## src/sv/kpi_pkg.sv

```systemverilog
// ----------------------------------------------------------------------------
// Keyframe path interpolator - package
// Codes, controller/datapath command and status types, ease table builder.
// ----------------------------------------------------------------------------
package kpi_pkg;

  typedef enum logic [1:0] {
    REQ_APPEND = 2'd0,
    REQ_START  = 2'd1,
    REQ_TICK   = 2'd2
  } req_e;

  typedef enum logic [1:0] {
    MODE_LINEAR = 2'd0,
    MODE_COSINE = 2'd1,
    MODE_CUBIC  = 2'd2
  } mode_e;

  typedef enum logic [1:0] {
    OUT_ZERO,
    OUT_POS,
    OUT_DONE,
    OUT_REJECT
  } out_kind_e;

  typedef enum logic [2:0] {
    BL_LIN_FIRST,
    BL_CUB_FIRST,
    BL_Q,
    BL_R,
    BL_FINISH
  } blend_op_e;

  localparam int DivSteps = 16;
  localparam int FetchLast = 4;

  typedef struct packed {
    logic       append;
    logic       start;
    logic       tick;
    logic       finish;
    logic       scan_start;
    logic       scan_step;
    logic       fact_load;
    logic       div_step;
    logic       ease;
    logic       fetch_step;
    logic [2:0] fetch_sel;
    logic       blend_en;
    blend_op_e  blend_op;
    logic [1:0] blend_axis;
    logic       out_load;
    out_kind_e  out_kind;
  } kpi_cmd_t;

  typedef struct packed {
    logic       in_motion;
    logic       cnt_full;
    logic       end_hit;
    logic       scan_last;
    logic       need_div;
    logic [1:0] mode;
  } kpi_sts_t;

  // (1 - cos(pi*i/N)) / 2 in Q1.16, cosine from a 7-term series in Q30,
  // upper half mirrored from the lower half.
  function automatic logic [16:0] kpi_ease_entry(input int idx, input int bits);
    longint one_q30;
    longint pi_q30;
    longint x;
    longint x2;
    longint t;
    longint num;
    longint e;
    int     half;
    int     n;
    int     j;
    int     k;
    logic   mirror;
    one_q30 = longint'(1) << 30;
    pi_q30  = 64'sd3373259426;
    n       = 1 << bits;
    half    = n >> 1;
    mirror  = (idx > half);
    j       = mirror ? (n - idx) : idx;
    x       = (pi_q30 * longint'(j)) >> bits;
    x2      = (x * x) >> 30;
    t       = one_q30;
    for (k = 7; k >= 1; k--) begin
      num = (x2 * t) >> 30;
      unique case (k)
        1:       num = num / 2;
        2:       num = num / 12;
        3:       num = num / 30;
        4:       num = num / 56;
        5:       num = num / 90;
        6:       num = num / 132;
        default: num = num / 182;
      endcase
      t = one_q30 - num;
      if (t < 0) t = 0;
      if (t > one_q30) t = one_q30;
    end
    e = ((one_q30 - t) + (longint'(1) << 14)) >> 15;
    if (mirror) e = 65536 - e;
    return 17'(e);
  endfunction

endpackage

```

## src/sv/kpi_ctrl.sv

```systemverilog
// ----------------------------------------------------------------------------
// Keyframe path interpolator - controller
// Sequences append/start/tick items through scan, divide, ease, fetch, blend.
// ----------------------------------------------------------------------------
module kpi_ctrl (
  input  logic              clk_i,
  input  logic              rst_ni,
  input  logic              s_valid_i,
  input  logic [1:0]        req_type_i,
  output logic              s_ready_o,
  input  logic              m_ready_i,
  output logic              m_valid_o,
  input  kpi_pkg::kpi_sts_t sts_i,
  output kpi_pkg::kpi_cmd_t cmd_o
);
  import kpi_pkg::*;

  typedef enum logic [3:0] {
    S_IDLE,
    S_CHECK,
    S_SCAN,
    S_FACTOR,
    S_DIVIDE,
    S_EASE,
    S_FETCH,
    S_BLEND,
    S_EMIT
  } state_e;

  state_e    state_q;
  logic [3:0] cnt_q;
  logic [1:0] axis_q;
  out_kind_e  kind_q;
  logic       out_valid_q;

  logic       fire;
  logic       slot_free;
  logic       cubic;
  logic       cosine;
  blend_op_e  op;

  always_comb begin
    fire      = s_valid_i && (state_q == S_IDLE);
    slot_free = !out_valid_q || m_ready_i;
    cubic     = (sts_i.mode == MODE_CUBIC);
    cosine    = (sts_i.mode == MODE_COSINE);
    if (cubic) begin
      unique case (cnt_q)
        4'd0:    op = BL_CUB_FIRST;
        4'd1:    op = BL_Q;
        4'd2:    op = BL_R;
        default: op = BL_FINISH;
      endcase
    end else begin
      op = (cnt_q == 4'd0) ? BL_LIN_FIRST : BL_FINISH;
    end
  end

  always_comb begin
    cmd_o = '0;
    unique case (state_q)
      S_IDLE: begin
        if (fire) begin
          case (req_type_i)
            REQ_APPEND: cmd_o.append = !sts_i.cnt_full;
            REQ_START:  cmd_o.start  = 1'b1;
            REQ_TICK:   cmd_o.tick   = 1'b1;
            default:    ;
          endcase
        end
      end
      S_CHECK: begin
        cmd_o.scan_start = sts_i.in_motion && !sts_i.end_hit;
        cmd_o.finish     = sts_i.in_motion && sts_i.end_hit;
      end
      S_SCAN:   cmd_o.scan_step = 1'b1;
      S_FACTOR: cmd_o.fact_load = 1'b1;
      S_DIVIDE: cmd_o.div_step  = 1'b1;
      S_EASE:   cmd_o.ease      = 1'b1;
      S_FETCH: begin
        cmd_o.fetch_step = 1'b1;
        cmd_o.fetch_sel  = cnt_q[2:0];
      end
      S_BLEND: begin
        cmd_o.blend_en   = 1'b1;
        cmd_o.blend_op   = op;
        cmd_o.blend_axis = axis_q;
      end
      S_EMIT: begin
        cmd_o.out_load = slot_free;
        cmd_o.out_kind = kind_q;
      end
      default: ;
    endcase
  end

  assign s_ready_o = (state_q == S_IDLE);
  assign m_valid_o = out_valid_q;

  always_ff @(posedge clk_i or negedge rst_ni) begin
    if (!rst_ni) begin
      state_q     <= S_IDLE;
      cnt_q       <= '0;
      axis_q      <= '0;
      kind_q      <= OUT_ZERO;
      out_valid_q <= 1'b0;
    end else begin
      if (state_q == S_EMIT && slot_free) begin
        out_valid_q <= 1'b1;
      end else if (m_ready_i) begin
        out_valid_q <= 1'b0;
      end
      unique case (state_q)
        S_IDLE: begin
          if (fire) begin
            kind_q  <= (req_type_i == REQ_APPEND && sts_i.cnt_full) ? OUT_REJECT : OUT_ZERO;
            state_q <= (req_type_i == REQ_TICK) ? S_CHECK : S_EMIT;
          end
        end
        S_CHECK: begin
          if (!sts_i.in_motion) begin
            kind_q  <= OUT_ZERO;
            state_q <= S_EMIT;
          end else if (sts_i.end_hit) begin
            kind_q  <= OUT_DONE;
            state_q <= S_EMIT;
          end else begin
            state_q <= S_SCAN;
          end
        end
        S_SCAN: begin
          if (sts_i.scan_last) state_q <= S_FACTOR;
        end
        S_FACTOR: begin
          cnt_q <= '0;
          priority if (sts_i.need_div) state_q <= S_DIVIDE;
          else if (cosine)             state_q <= S_EASE;
          else                         state_q <= S_FETCH;
        end
        S_DIVIDE: begin
          cnt_q <= cnt_q + 4'd1;
          if (cnt_q == 4'(DivSteps - 1)) begin
            cnt_q   <= '0;
            state_q <= cosine ? S_EASE : S_FETCH;
          end
        end
        S_EASE: begin
          cnt_q   <= '0;
          state_q <= S_FETCH;
        end
        S_FETCH: begin
          cnt_q <= cnt_q + 4'd1;
          if (cnt_q == 4'(FetchLast)) begin
            cnt_q   <= '0;
            axis_q  <= '0;
            state_q <= S_BLEND;
          end
        end
        S_BLEND: begin
          if (op == BL_FINISH) begin
            cnt_q <= '0;
            if (axis_q == 2'd2) begin
              kind_q  <= OUT_POS;
              state_q <= S_EMIT;
            end else begin
              axis_q <= axis_q + 2'd1;
            end
          end else begin
            cnt_q <= cnt_q + 4'd1;
          end
        end
        S_EMIT: begin
          if (slot_free) state_q <= S_IDLE;
        end
        default: state_q <= S_IDLE;
      endcase
    end
  end

endmodule

```

## config.mk

```make
export PLATFORM = sky130hd
export DESIGN_NAME = kpi_ctrl
export DESIGN_NICKNAME = d
export VERILOG_FILES = /design/src/sv/kpi_pkg.sv /design/src/sv/kpi_ctrl.sv
export SDC_FILE = /design/constraint.sdc
export NUM_CORES = 1
export LEC_CHECK = 0
export ABC_AREA = 1
export BUFFER_PORTS_ARGS = -buffer_cell sky130_fd_sc_hd__buf_4
export CORE_ASPECT_RATIO = 1.25
export CORE_UTILIZATION = 50
export DETAILED_ROUTE_END_ITERATION = 10
export GPL_TIMING_DRIVEN = 0
export HOLD_SLACK_MARGIN = 0.02
export PLACE_DENSITY = 0.79
export RECOVER_POWER = 25
export SLEW_MARGIN = 20
export SYNTH_ARGS = -nofsm -noshare
export SYNTH_HDL_FRONTEND = slang
export SYNTH_SLANG_ARGS = --single-unit
```

## constraint.sdc

```tcl
create_clock -name clk_i -period 1.75 [get_ports clk_i]
set_input_delay 0.0875 -clock clk_i [delete_from_list [all_inputs] [get_ports clk_i]]
set_output_delay 0.0875 -clock clk_i [all_outputs]
set_load 0.02 [all_outputs]
```

==> qor.txt <==
Max stage delay on crit path -> 440 ps
WP data arrival -> 1530 ps
Startpoint Class -> flip-flop
largest net degree at the start of global routing -> 14
synthesized area -> 1140 um^2
DP Area -> 1450 um^2
critical path class -> flip-flop to output port
internal reg-to-reg setup slack -> 200 ps
family with the most delay on the worst path -> simple AND/OR/NAND/NOR gates
Hold WS -> 78.1 ps
CTS Buf Count -> 3
Die Area -> 2480 um^2
clock latency on the worst-skew pair -> 280 ps
compound-cell area share of the yosys netlist -> 7.01%
Final Util -> 70.0%
Routed Antenna Nets -> 0
Hold Crit Class -> input pin to flip-flop
Std-Cell Rows -> 19
die height -> 55.4 um
max-slew violation count -> 0
EDFF count, synth -> 0
area leader, netlist -> dfrtp_1
min Tclk post-route -> 1620 ps
DRT Pass-1 Iters -> 4
synth warn -> 0
Synth Area in Simple Gates -> 46.2%
final setup fails -> 0
Initial Utilization -> 52.2%
Synth top area share -> 28.5%
routed wire length -> 2880 um
Post-synth top cells -> nand2_1, nor2_1, inv_1, nand3_1, dfrtp_1
TritonCTS clock tree -> built
total number of vias -> 1,293
fmax -> 0.617 GHz
DPL Wire Length -> 2300 um
num ports -> 37
synthesized instance count -> 191
fraction of layout cells with a size suffix above 1 -> 26.3%
core footprint -> 2190 um^2
Period Utilization, post-route -> 92.5%
Max FO, Critical Path -> 5
Slew @ Worst Pin -> 736 ps
Final Hold Vio Count -> 0
Synth Area in Adders -> 5.48%
pwr dens -> 1500 nW/um^2
CTS Root Cell -> clkbuf_4
Max IR drop VDD -> 0.00105 V
Iter 0 DRT Violations -> 47
mux cell area share after synthesis -> 0%
combinational family with the most area after synthesis -> simple AND/OR/NAND/NOR gates
CP Cell Sequence -> inv_2 > nand2_1 > nor2_4 > nand2_1 > nor4_1 > buf_4
post-synthesis cell type count -> 22
Top FF cell, synth -> dfrtp_1
DR DRC count -> 0
most frequent CP cell -> nand2_1
count of state elements after synthesis -> 13
Area growth, synth to finish -> 34.1%
syn avg cell area -> 5.98 um^2
vias per cell -> 4.84
Antenna diodes -> 0
vias in the first global route -> 1,169
Layout Nets -> 255
sequential fraction of the synthesis area -> 28.5%
GPL Wtd Cong -> 0.851
Slowest-stage cell, CP -> dfrtp_1
global route overflow -> 0
first-pass GRT wire length -> 4660 um
H-Tree Level Count -> 1
outcome -> finished, final reports clean
count leader, synth -> nand2_1
async set-reset flop share out of synthesis -> 100%
CTS sink count -> 13
CP Buf/Inv Count -> 2
Slew headroom -> 50.9%
Final Power -> 2290 uW
ranking of synthesized cells by area -> dfrtp_1, nand2_1, nor2_1
Leakage -> 0.000883 uW
initial antenna violation count -> 0
Post-Synth XOR/XNOR Area -> 0%
area of the multi-input gates -> 688 um^2
PortBufs -> 36
clk buf depth -> 2
Design Area, Final -> 1530 um^2
storage element area -> 325 um^2
Max-cap violations -> 0
skew final -> 5.00 ps
CP endpoint kind -> output port
GRT Overall Usage -> 24.3%
Avg WL per Cell -> 10.8 um
post-synthesis net count -> 209
Layout fillers -> 212
DIE WIDTH -> 44.8 um
Clock Pin Slew Worst Setup and Hold Paths -> 80 ps
Worst EP required -> 1660 ps
[where the power goes]
part | switching, uW | internal, uW | total (uW)
sequential | 107 | 405 | 512
clock | 99.8 | 88.4 | 188
combinational | 1010 | 579 | 1590
[worst min-delay path, stage by stage]
cell     delay (ps)
buf_4            80
nor2_1           60
inv_1            50
nand2_1          50
[worst paths after layout]
kind,from,end,cells after the start
worst min-delay path,m_ready_i,m_valid_o$_DFFE_PN0P_,4
worst max register to register,cnt_q[1]$_DFFE_PN0P_,state_q[1]$_DFFE_PN0P_,9
max in group asynchronous,rst_ni,axis_q[0]$_DFFE_PN0P_,2
worst max-delay path,state_q[1]$_DFFE_PN0P_,cmd_o[21],6
worst min register to register,kind_q[0]$_DFFE_PN0P_,kind_q[0]$_DFFE_PN0P_,2
min in group asynchronous,rst_ni,kind_q[0]$_DFFE_PN0P_,2
[cells by family (layout without fill, tap and decap cells)]
| group | after synthesis | after routing |
|---|---|---|
| AND/OR/NAND/NOR | 123 | 123 |
| flip-flops | 13 | 13 |
| adder cells (fa/ha/maj) | 5 | 5 |
| buffers and inverters | 37 | 82 |
| AO/OA/AOI/OAI | 13 | 13 |
[through the flow]
step                cells  TNS (ps)  worst slack [ps]
finish                267         0               131
global route          267     -6.01             -6.01
CTS                   263         0              29.6
detailed placement    258         0              53.7
global placement      258         0              90.9
floorplan             191         0              46.8
[cell usage in the layout (no fill, tap or decap), drive strengths merged]
master,count
a21oi,1
buf,40
clkbuf,5
dfrtp,13
dlygate4sd3,1
ha,5
inv,36
nand2,54
nand3,23
nand3b,1
nand4,2
nor2,38
nor3,3
nor4,1
o211ai,2
o21ai,9
o21bai,1
or2,1
[routing by layer]
layer,global-route usage [%],wire length (um),vias up
li1,-,-,684
met1,26.7,1130,576
met2,45.8,1650,31
met3,5.23,84,2
met4,4.33,14,0
met5,0,0,-
[flip-flops by register name, indices dropped and copies added, names as in the netlist]
signal / flops
kind_q: 2
m_valid_o: 1
axis_q: 2
state_q: 4
cnt_q: 4
[area by class of cell]
type                       count  area share [%]
multi-input combinational    141            44.9
sequential                    13            21.2
timing repair buffer          41            20.0
inverter                      36            8.82
tap                           31            2.53
clock buffer                   4            1.72
buffer                         1           0.735
[repair_timing]
item	4_1_cts	5_1_grt
setup buffers	0	4
hold endpoints to repair	13	0
setup endpoints to repair	0	9
gates resized for setup	0	5
hold buffers	1	0
(Power assumes the default switching activity.)
